## src/sv/mg1qde_pkg.sv

```systemverilog
`timescale 1ns / 1ps
`default_nettype none
// ----------------------------------------------------------------------------
// mg1qde_pkg: shared types and constants of the M/G/1 queue delay estimator
// Field widths, derived datapath widths, word structs and the command and
// status groups passed between the controller and the datapath.
// ----------------------------------------------------------------------------
package mg1qde_pkg;

   // time base: arrival times are taken modulo 2^TIME_BITS
   localparam int unsigned TIME_BITS   = 32;

   // field and state widths
   localparam int unsigned ARR_FIELD_W = 32;
   localparam int unsigned SVC_W       = 16;
   localparam int unsigned WAIT_W      = 32;
   localparam int unsigned COUNT_W     = 32;
   localparam int unsigned SUM_BITS    = 48;
   localparam int unsigned SQ_W        = 64;
   localparam int unsigned FINISH_BITS = TIME_BITS + 8;

   // usable arrival bits
   localparam int unsigned ARR_W = (TIME_BITS < ARR_FIELD_W) ? TIME_BITS : ARR_FIELD_W;

   // square of one service length
   localparam int unsigned SQR_W = 2 * SVC_W;

   // utilisation clamp: 0.999 / (1 - 0.999) * 0.5 gives 999 / 2
   localparam int unsigned           CLAMP_W   = 10;
   localparam logic [CLAMP_W-1:0]    CLAMP_NUM = 10'd999;

   // divider widths: numerator holds 999 * Q, denominator holds 2 (T - S) or 2 S
   localparam int unsigned NUM_W  = SQ_W + CLAMP_W;
   localparam int unsigned DIFF_W = (FINISH_BITS > SUM_BITS) ? FINISH_BITS : SUM_BITS;
   localparam int unsigned DEN_W  = DIFF_W + 1;
   localparam int unsigned CNT_W  = $clog2(NUM_W);

   // finish time sum arr + wait + svc, and the width it is compared at
   localparam int unsigned FIN_SUM_W = ((ARR_W > WAIT_W) ? ARR_W : WAIT_W) + 2;
   localparam int unsigned CMP_W     = (FIN_SUM_W > FINISH_BITS) ? FIN_SUM_W : FINISH_BITS;

   // input word
   typedef struct packed {
      logic [ARR_FIELD_W-1:0] arrival_time;
      logic [SVC_W-1:0]       service_len;
   } mg1qde_req_type;

   // result word
   typedef struct packed {
      logic [WAIT_W-1:0] wait_estimate;
      logic              bad_input;
   } mg1qde_rsp_type;

   // controller to datapath commands
   typedef struct packed {
      logic capture;
      logic setup;
      logic div_step;
      logic round;
      logic update;
      logic finish;
      logic load_out;
   } mg1qde_cmd_type;

   // datapath to controller status
   typedef struct packed {
      logic bad;
      logic empty;
      logic div_last;
      logic out_free;
   } mg1qde_sts_type;

endpackage : mg1qde_pkg
`default_nettype wire

```

## src/sv/mg1_queue_delay_estimator_top.sv

```systemverilog
`timescale 1ns / 1ps
`default_nettype none
// ----------------------------------------------------------------------------
// mg1_queue_delay_estimator_top: M/G/1 queue wait estimator
// Returns the Pollaczek-Khinchine mean wait from running packet statistics,
// then records the packet; a zero service length is flagged, not recorded.
// ----------------------------------------------------------------------------
// Usage:
//   req channel: one word per packet (arrival time, service length), taken
//   when req_valid is high and req_stall is low. rsp channel: one word per
//   packet (wait estimate, bad input flag), taken when rsp_valid is high and
//   rsp_stall is low.
//   Order: a normal packet goes through check, the 74-step radix-2 divider,
//   round, update and finish, then its result is loaded out and the next
//   word can be taken. With no recorded history the divider and round are
//   skipped; a zero service length goes from check straight to loading out.
//   One word is worked on at a time; req_stall is high while busy.
//   A finished result sits in the output register; a new word may be taken
//   while it waits. If the receiver stalls, the next result is held inside
//   until the output register frees, and no further word is taken.
//   Reset clears the count, the sums and the latest finish time, so the
//   first estimate is 0, and empties the output register.
// ----------------------------------------------------------------------------
module mg1_queue_delay_estimator_top
   import mg1qde_pkg::*;
(
   input  wire logic           clock,
   input  wire logic           reset,
   input  wire logic           req_valid,
   output logic                req_stall,
   input  wire mg1qde_req_type req_data,
   output logic                rsp_valid,
   input  wire logic           rsp_stall,
   output mg1qde_rsp_type      rsp_data
);

   mg1qde_cmd_type cmd;
   mg1qde_sts_type sts;

   // sequencer
   mg1qde_ctrl u_ctrl (
      .clock     (clock),
      .reset     (reset),
      .req_valid (req_valid),
      .req_stall (req_stall),
      .sts       (sts),
      .cmd       (cmd)
   );

   // statistics, divider and output register
   mg1qde_dp u_dp (
      .clock     (clock),
      .reset     (reset),
      .cmd       (cmd),
      .sts       (sts),
      .req_data  (req_data),
      .rsp_valid (rsp_valid),
      .rsp_stall (rsp_stall),
      .rsp_data  (rsp_data)
   );

endmodule : mg1_queue_delay_estimator_top
`default_nettype wire

```

## src/sv/mg1qde_ctrl.sv

```systemverilog
`timescale 1ns / 1ps
`default_nettype none
// ----------------------------------------------------------------------------
// mg1qde_ctrl: sequencer of the queue delay estimator
// One-hot state machine taking one word at a time; with history it steps the
// divider and rounds, records a valid packet, loads the output register.
// ----------------------------------------------------------------------------
module mg1qde_ctrl
   import mg1qde_pkg::*;
(
   input  wire logic           clock,
   input  wire logic           reset,
   input  wire logic           req_valid,
   output logic                req_stall,
   input  wire mg1qde_sts_type sts,
   output mg1qde_cmd_type      cmd
);

   typedef enum logic [6:0] {
      ST_IDLE   = 7'b0000001,
      ST_CHECK  = 7'b0000010,
      ST_DIVIDE = 7'b0000100,
      ST_ROUND  = 7'b0001000,
      ST_UPDATE = 7'b0010000,
      ST_FINISH = 7'b0100000,
      ST_DONE   = 7'b1000000
   } state_type;

   state_type state_ff;
   state_type state_in;

   // take a new word only while idle
   assign req_stall = (state_ff != ST_IDLE);

   // next state and commands
   always_comb begin
      state_in = state_ff;
      cmd      = '0;
      case (state_ff)
         ST_IDLE: begin
            if (req_valid) begin
               cmd.capture = 1'b1;
               state_in    = ST_CHECK;
            end
         end
         ST_CHECK: begin
            cmd.setup = 1'b1;
            if (sts.bad) begin
               state_in = ST_DONE;
            end else if (sts.empty) begin
               state_in = ST_UPDATE;
            end else begin
               state_in = ST_DIVIDE;
            end
         end
         ST_DIVIDE: begin
            cmd.div_step = 1'b1;
            if (sts.div_last) begin
               state_in = ST_ROUND;
            end
         end
         ST_ROUND: begin
            cmd.round = 1'b1;
            state_in  = ST_UPDATE;
         end
         ST_UPDATE: begin
            cmd.update = 1'b1;
            state_in   = ST_FINISH;
         end
         ST_FINISH: begin
            cmd.finish = 1'b1;
            state_in   = ST_DONE;
         end
         ST_DONE: begin
            if (sts.out_free) begin
               cmd.load_out = 1'b1;
               state_in     = ST_IDLE;
            end
         end
         default: begin
            state_in = ST_IDLE;
         end
      endcase
   end

   // advance state
   always_ff @(posedge clock) begin
      if (reset) begin
         state_ff <= ST_IDLE;
      end else begin
         state_ff <= state_in;
      end
   end

endmodule : mg1qde_ctrl
`default_nettype wire

```

## src/sv/mg1qde_dp.sv

```systemverilog
`timescale 1ns / 1ps
`default_nettype none
// ----------------------------------------------------------------------------
// mg1qde_dp: datapath of the queue delay estimator
// Running statistics, operand setup, radix-2 restoring divider, ceiling and
// saturation, packet recording and the output register.
// ----------------------------------------------------------------------------
module mg1qde_dp
   import mg1qde_pkg::*;
(
   input  wire logic           clock,
   input  wire logic           reset,
   input  wire mg1qde_cmd_type cmd,
   output mg1qde_sts_type      sts,
   input  wire mg1qde_req_type req_data,
   output logic                rsp_valid,
   input  wire logic           rsp_stall,
   output mg1qde_rsp_type      rsp_data
);

   // running statistics
   logic [COUNT_W-1:0]     count_ff,  count_in;
   logic [SUM_BITS-1:0]    ssum_ff,   ssum_in;
   logic [SQ_W-1:0]        sqsum_ff,  sqsum_in;
   logic [FINISH_BITS-1:0] latest_ff, latest_in;

   // captured word and work registers
   logic [ARR_W-1:0]       arr_ff,    arr_in;
   logic [SVC_W-1:0]       svc_ff,    svc_in;
   logic [NUM_W-1:0]       num_ff,    num_in;
   logic [DEN_W-1:0]       den_ff,    den_in;
   logic [DEN_W-1:0]       rem_ff,    rem_in;
   logic [CNT_W-1:0]       cnt_ff,    cnt_in;
   logic [WAIT_W-1:0]      wait_ff,   wait_in;
   logic [FIN_SUM_W-1:0]   fin_ff,    fin_in;

   // output register
   logic                   rsp_valid_ff, rsp_valid_in;
   mg1qde_rsp_type         rsp_data_ff,  rsp_data_in;

   // operand setup
   logic [DIFF_W-1:0]      t_ext;
   logic [DIFF_W-1:0]      s_ext;
   logic [DIFF_W-1:0]      diff;
   logic                   over;
   logic [NUM_W-1:0]       num_clamp;

   // divider step
   logic [DEN_W:0]         partial;
   logic [DEN_W:0]         den_wide;
   logic [DEN_W:0]         partial_sub;
   logic                   fits;

   // rounding
   logic                   quo_high;
   logic                   inc;
   logic [WAIT_W:0]        quo_up;

   // recording
   logic [SQR_W-1:0]       sq;
   logic [SQ_W:0]          sqsum_add;
   logic [SUM_BITS:0]      ssum_add;
   logic [CMP_W-1:0]       fin_ext;
   logic [CMP_W-1:0]       fin_max;
   logic [CMP_W-1:0]       fin_clamp;

   // status to the controller
   assign sts.bad      = (svc_ff == '0);
   assign sts.empty    = (count_ff == '0) || (ssum_ff == '0);
   assign sts.div_last = (cnt_ff == '0);
   assign sts.out_free = !rsp_valid_ff || !rsp_stall;

   // operands: wait = ceil(Q / 2(T-S)), or ceil(999 Q / 2S) once overloaded
   assign t_ext     = DIFF_W'(latest_ff);
   assign s_ext     = DIFF_W'(ssum_ff);
   assign over      = (t_ext > s_ext);
   assign diff      = t_ext - s_ext;
   assign num_clamp = NUM_W'(sqsum_ff) * NUM_W'(CLAMP_NUM);

   // one restoring divide step: quotient bits shift in behind the numerator
   assign partial     = {rem_ff, num_ff[NUM_W-1]};
   assign den_wide    = {1'b0, den_ff};
   assign fits        = (partial >= den_wide);
   assign partial_sub = partial - den_wide;

   // round up and saturate the quotient
   assign quo_high = (num_ff[NUM_W-1:WAIT_W] != '0);
   assign inc      = (rem_ff != '0);
   assign quo_up   = {1'b0, num_ff[WAIT_W-1:0]} + (WAIT_W + 1)'(inc);

   // saturating sums
   assign sq        = SQR_W'(svc_ff) * SQR_W'(svc_ff);
   assign sqsum_add = {1'b0, sqsum_ff} + (SQ_W + 1)'(sq);
   assign ssum_add  = {1'b0, ssum_ff} + (SUM_BITS + 1)'(svc_ff);

   // clamp the finish time to its width
   assign fin_ext   = CMP_W'(fin_ff);
   assign fin_max   = CMP_W'({FINISH_BITS{1'b1}});
   assign fin_clamp = (fin_ext > fin_max) ? fin_max : fin_ext;

   // next values
   always_comb begin
      count_in     = count_ff;
      ssum_in      = ssum_ff;
      sqsum_in     = sqsum_ff;
      latest_in    = latest_ff;
      arr_in       = arr_ff;
      svc_in       = svc_ff;
      num_in       = num_ff;
      den_in       = den_ff;
      rem_in       = rem_ff;
      cnt_in       = cnt_ff;
      wait_in      = wait_ff;
      fin_in       = fin_ff;
      rsp_valid_in = rsp_valid_ff;
      rsp_data_in  = rsp_data_ff;

      // hold the accepted word
      if (cmd.capture) begin
         arr_in = req_data.arrival_time[ARR_W-1:0];
         svc_in = req_data.service_len;
      end

      // load divider operands, clear the estimate
      if (cmd.setup) begin
         wait_in = '0;
         rem_in  = '0;
         cnt_in  = CNT_W'(NUM_W - 1);
         if (over) begin
            num_in = NUM_W'(sqsum_ff);
            den_in = {diff, 1'b0};
         end else begin
            num_in = num_clamp;
            den_in = {s_ext, 1'b0};
         end
      end

      // advance the divider one bit
      if (cmd.div_step) begin
         num_in = {num_ff[NUM_W-2:0], fits};
         rem_in = fits ? partial_sub[DEN_W-1:0] : partial[DEN_W-1:0];
         cnt_in = cnt_ff - CNT_W'(1);
      end

      // ceiling, saturate at the result width
      if (cmd.round) begin
         if (quo_high || quo_up[WAIT_W]) begin
            wait_in = '1;
         end else begin
            wait_in = quo_up[WAIT_W-1:0];
         end
      end

      // record the packet
      if (cmd.update) begin
         sqsum_in = sqsum_add[SQ_W] ? '1 : sqsum_add[SQ_W-1:0];
         ssum_in  = ssum_add[SUM_BITS] ? '1 : ssum_add[SUM_BITS-1:0];
         if (count_ff != '1) begin
            count_in = count_ff + COUNT_W'(1);
         end
         fin_in = FIN_SUM_W'(arr_ff) + FIN_SUM_W'(wait_ff) + FIN_SUM_W'(svc_ff);
      end

      // keep the latest finish time
      if (cmd.finish) begin
         if (fin_clamp > CMP_W'(latest_ff)) begin
            latest_in = FINISH_BITS'(fin_clamp);
         end
      end

      // drop a taken word, load a new one
      if (rsp_valid_ff && !rsp_stall) begin
         rsp_valid_in = 1'b0;
      end
      if (cmd.load_out) begin
         rsp_valid_in              = 1'b1;
         rsp_data_in.wait_estimate = wait_ff;
         rsp_data_in.bad_input     = sts.bad;
      end
   end

   // statistics and output valid
   always_ff @(posedge clock) begin
      if (reset) begin
         count_ff     <= '0;
         ssum_ff      <= '0;
         sqsum_ff     <= '0;
         latest_ff    <= '0;
         rsp_valid_ff <= 1'b0;
      end else begin
         count_ff     <= count_in;
         ssum_ff      <= ssum_in;
         sqsum_ff     <= sqsum_in;
         latest_ff    <= latest_in;
         rsp_valid_ff <= rsp_valid_in;
      end
   end

   // work and payload registers
   always_ff @(posedge clock) begin
      arr_ff      <= arr_in;
      svc_ff      <= svc_in;
      num_ff      <= num_in;
      den_ff      <= den_in;
      rem_ff      <= rem_in;
      cnt_ff      <= cnt_in;
      wait_ff     <= wait_in;
      fin_ff      <= fin_in;
      rsp_data_ff <= rsp_data_in;
   end

   assign rsp_valid = rsp_valid_ff;
   assign rsp_data  = rsp_data_ff;

endmodule : mg1qde_dp
`default_nettype wire

```

## config.mk

```make
export PLATFORM = sky130hd
export DESIGN_NAME = mg1_queue_delay_estimator_top
export DESIGN_NICKNAME = d
export VERILOG_FILES = /design/src/sv/mg1qde_pkg.sv /design/src/sv/mg1_queue_delay_estimator_top.sv /design/src/sv/mg1qde_ctrl.sv /design/src/sv/mg1qde_dp.sv
export SDC_FILE = /design/constraint.sdc
export NUM_CORES = 2
export LEC_CHECK = 0
export BUFFER_PORTS_ARGS = -buffer_cell sky130_fd_sc_hd__buf_2
export CAP_MARGIN = 5
export CELL_PAD_IN_SITES_DETAIL_PLACEMENT = 0
export CELL_PAD_IN_SITES_GLOBAL_PLACEMENT = 1
export CORE_UTILIZATION = 35
export DETAILED_ROUTE_END_ITERATION = 7
export PLACE_DENSITY_LB_ADDON = 0.1
export SYNTH_ARGS = -nofsm -noshare
export SYNTH_HDL_FRONTEND = slang
export SYNTH_SLANG_ARGS = --single-unit
```

## constraint.sdc

```tcl
create_clock -name clock -period 22.4 [get_ports clock]
set_clock_uncertainty 0.15 [all_clocks]
set_input_delay 2.24 -clock clock [delete_from_list [all_inputs] [get_ports clock]]
set_output_delay 2.24 -clock clock [all_outputs]
set_load 0.1 [all_outputs]
```

==> flow_metrics.py <==
metrics = {
    "worst_setup_path": {
        "critical_r2r_launch": "u_dp.svc_ff[14]$_DFFE_PP_",
        "timing.reg2reg.worst_path_depth": 27,
        "worst-r2r-setup-slack_ns": 13.53,
        "cp-start-kind": "flop",
        "regToRegEndpoint": "u_dp.sqsum_ff[19]$_SDFFE_PP0P_",
        "worstSetupPathType": "flop to flop",
        "worst_ep_arrival_time_ns": 9.18,
        "critical_path_peak_fanout": 28,
        "cp.required_ns": 22.71,
        "endpoint_kind": "flop",
    },
    "clock_network": {
        "cts_tree": "built",
        "root_buffer": "sky130_fd_sc_hd__clkbuf_16",
        "clock_path_buffers": 3,
        "clock_sink_count": 511,
        "hold_buffers": 0,
        "h-tree-depth": 3,
        "tritoncts.num_buffers": 69,
        "post-cts-setup-buffer-count": 0,
        "post_cts_resized": 0,
        "cts_clk_pin_slew_worst_paths_ns": 0.06,
        "clk-insertion-delay-late_ns": 0.67,
    },
    "place": {
        "place_area_sq_um": 55500,
        "half_perimeter_wire_length_after_placement_um": 132000,
        "place.port_buffers": 86,
        "routabilityCongestion": 0.848,
    },
    "global_route": {
        "grt-ovfl-total": 0,
        "groute.usage.overall_pct": 21.6,
        "pin_count_of_the_biggest_net_entering_global_routing": 93,
        "antenna_found_initial": 7,
        "global_route_wire_length_before_repair_um": 252000,
        "via_count_of_the_first_global_routing_pass": 41300,
    },
    "logic_synthesis": {
        "syn_inst": 5707,
        "synthDistinctLibCells": 82,
        "synth_most_common_cell": "sky130_fd_sc_hd__inv_1",
        "synth.avg_cell_area_sq_um": 9.26,
        "synth-edff-count": 325,
        "ys_seq_area_share_pct": 25.5,
        "postSynthRegisterBits": 511,
        "cell_type_with_the_highest_aggregate_area_in_the_netlist": "sky130_fd_sc_hd__fa_1",
        "synth_top_area_share_pct": 21.4,
        "synthesis.area_sq_um": 52900,
        "synthesis.nets": 6791,
        "synth_top_cells_by_area": "sky130_fd_sc_hd__fa_1 21%, sky130_fd_sc_hd__edfxtp_1 18%, sky130_fd_sc_hd__ha_1 11%",
        "async_reset_ff_share_pct": 0,
        "ys.flop_type": "sky130_fd_sc_hd__edfxtp_1",
        "synth-warning-count": 0,
        "synth_top_cells_by_count": "1022 x sky130_fd_sc_hd__inv_1, 565 x sky130_fd_sc_hd__fa_1, 467 x sky130_fd_sc_hd__ha_1",
    },
    "timing": {
        "finalSetupTns_ns": 0,
        "finalSetupViolations": 0,
        "tightest_slew_ns": 1.17,
        "achievable_frequency_mhz": 113,
        "worst_slew_margin_rel_pct": 21.8,
        "share_of_the_cycle_needed_by_the_critical_path_after_routing_pct": 39.6,
        "grt_setup_unrepaired": "no",
        "slew_viol_final": 0,
        "timing.final.hold_violations": 0,
        "clock_period_minus_final_worst_setup_slack_ns": 8.87,
    },
    "drt": {
        "routed_wirelength_um": 163000,
        "route.antenna.remaining_nets": 0,
        "detail_route.wl_per_cell_um": 20.9,
        "router_iterations_before_antenna_repair": 5,
        "vias": 39700,
        "dr.first_iter.drc_count": 2184,
        "route.detailed.drc": 0,
        "detail_route.vias_per_cell": 5.09,
    },
    "layout": {
        "drive_above_1_share_pct": 5.17,
        "filler_cell_count": 15200,
        "fin_nets": 6806,
        "final_area_sq_um": 58000,
        "antennaDiodeCount": 0,
        "layout-area-overhead-vs-synth_pct": 9.79,
    },
    "die": {
        "die_w_um": 391,
        "die_h_um": 391,
        "floorplan.rows": 142,
        "top_level_i_o_count": 87,
        "placeableCoreArea_sq_um": 150000,
        "initial_core_util_pct": 35.3,
        "dieArea_sq_um": 153000,
    },
    "min_path": {
        "hold_path_end": "u_dp.rsp_data[19]$_DFFE_PP_",
        "hold_path.startpoint": "u_dp.wait_ff[18]$_SDFFCE_PP0P_",
        "hold_path_class": "flop to flop",
        "hold-path-cell-count": 0,
    },
    "flow_run": {
        "drv.max_cap_violation_count": 0,
    },
    "outcome": {
        "run_status": "finished, final reports clean",
    },
}
registers in the layout, indices dropped and copies added, names as in the netlist, 33 cells and up:
name,flops
u_dp.fin_ff,34
u_dp.s_ext,48
u_dp.den_ff,48
u_dp.num_ff,74
u_dp.sqsum_ff,64
u_dp.latest_ff,34
u_dp.rsp_data,33
u_dp.rem_ff,49
kinds of logic (layout without fill, tap and decap cells):
group	count (synthesis)	in the layout	synth area share (%)
AO/OA/AOI/OAI	1128	1128	13.4
XOR/XNOR	351	351	5.82
adder cells (fa/ha/maj)	1032	1032	32.5
buffers and inverters	1206	1278	8.62
flip-flops	511	511	25.5
multiplexers	74	74	1.41
AND/OR/NAND/NOR	1405	1405	12.8
area by class of cell:
class                   count  area, sq um  share of cell area (%)
clock buffers              84         1880                    3.25
inverters                1022         3840                    6.61
multi-input cells        3990        34900                    60.2
clock inverters            44          642                    1.11
repair buffers            128          752                    1.30
well taps                2016         2520                    4.35
flip-flops and latches    511        13500                    23.2
per-layer routing:
metal  wire [um]  global-route usage (%)  vias to the layer above
li1            -                       -                    19200
met1       75100                    29.4                    19700
met2       78300                    36.6                      640
met3        5240                    2.38                      172
met4        4070                    5.45                        2
met5          11                       0                        -
worst max-delay path, stage by stage, from the launching register on:
cell and delay, ns:
sky130_fd_sc_hd__edfxtp_1 0.52, sky130_fd_sc_hd__buf_4 0.32, sky130_fd_sc_hd__and2_1 0.20, sky130_fd_sc_hd__inv_1 0.07
sky130_fd_sc_hd__fa_1 0.55, sky130_fd_sc_hd__inv_1 0.06, sky130_fd_sc_hd__fa_1 0.57, sky130_fd_sc_hd__inv_1 0.07
sky130_fd_sc_hd__fa_1 0.54, sky130_fd_sc_hd__inv_1 0.06, sky130_fd_sc_hd__fa_1 0.44, sky130_fd_sc_hd__fa_1 0.51
sky130_fd_sc_hd__inv_1 0.05, sky130_fd_sc_hd__fa_1 0.53, sky130_fd_sc_hd__inv_1 0.04, sky130_fd_sc_hd__ha_1 0.36
sky130_fd_sc_hd__a21o_1 0.21, sky130_fd_sc_hd__a21o_1 0.17, sky130_fd_sc_hd__a21oi_1 0.25, sky130_fd_sc_hd__nor4b_1 0.26
sky130_fd_sc_hd__a22oi_1 0.32, sky130_fd_sc_hd__a2111oi_1 1.13, sky130_fd_sc_hd__nor2_1 0.21, sky130_fd_sc_hd__nand3_1 0.22
sky130_fd_sc_hd__nor2_1 0.12, sky130_fd_sc_hd__a21oi_2 0.17, sky130_fd_sc_hd__buf_4 0.36, sky130_fd_sc_hd__a221oi_1 0.13
through the flow:
step           std cells  hold slack [ns]  utilization, %  worst slack [ns]
6_report            7795            0.324            38.7             13.53
3_5_place_dp        7667            0.308            37.1             13.47
4_1_cts             7795            0.324            38.7             13.43
5_1_grt             7795            0.335            38.7             12.95
2_1_floorplan       5707            0.283               -             15.15
3_3_place_gp        7667            0.310            37.1             13.58
worst max path at each step:
stage | slack, ns | startpoint | end | cells after the start
6_report | 13.53 | u_dp.svc_ff[14]$_DFFE_PP_ | u_dp.sqsum_ff[19]$_SDFFE_PP0P_ | 27
5_1_grt | 12.95 | u_dp.svc_ff[3]$_DFFE_PP_ | u_dp.sqsum_ff[46]$_SDFFE_PP0P_ | 23
4_1_cts | 13.43 | u_dp.svc_ff[14]$_DFFE_PP_ | u_dp.sqsum_ff[19]$_SDFFE_PP0P_ | 27
3_5_place_dp | 13.47 | u_dp.svc_ff[12]$_DFFE_PP_ | u_dp.sqsum_ff[0]$_SDFFE_PP0P_ | 27
3_3_place_gp | 13.58 | u_dp.svc_ff[3]$_DFFE_PP_ | u_dp.sqsum_ff[0]$_SDFFE_PP0P_ | 23
2_1_floorplan | 15.15 | u_dp.svc_ff[14]$_DFFE_PP_ | u_dp.sqsum_ff[28]$_SDFFE_PP0P_ | 26
layout by cell type (no fill, tap or decap), drive strengths merged, types with 47 or more instances in the layout:
| cell | n |
|---|---|
| nor4 | 62 |
| a211oi | 49 |
| nor3 | 80 |
| nand4 | 86 |
| buf | 128 |
| o21ai | 198 |
| dfxtp | 186 |
| and3 | 47 |
| nand3 | 103 |
| a31oi | 52 |
| fa | 565 |
| xor2 | 145 |
| and2 | 64 |
| a21oi | 421 |
| a221oi | 50 |
| nand2 | 381 |
| nor2 | 412 |
| a21o | 143 |
| edfxtp | 325 |
| inv | 1028 |
| mux2i | 69 |
| clkbuf | 84 |
| ha | 467 |
| xnor2 | 206 |
Power is left out: the tool's default activity adds up to more than one toggle a clock period on the data nets, which glitch-free logic cannot reach.
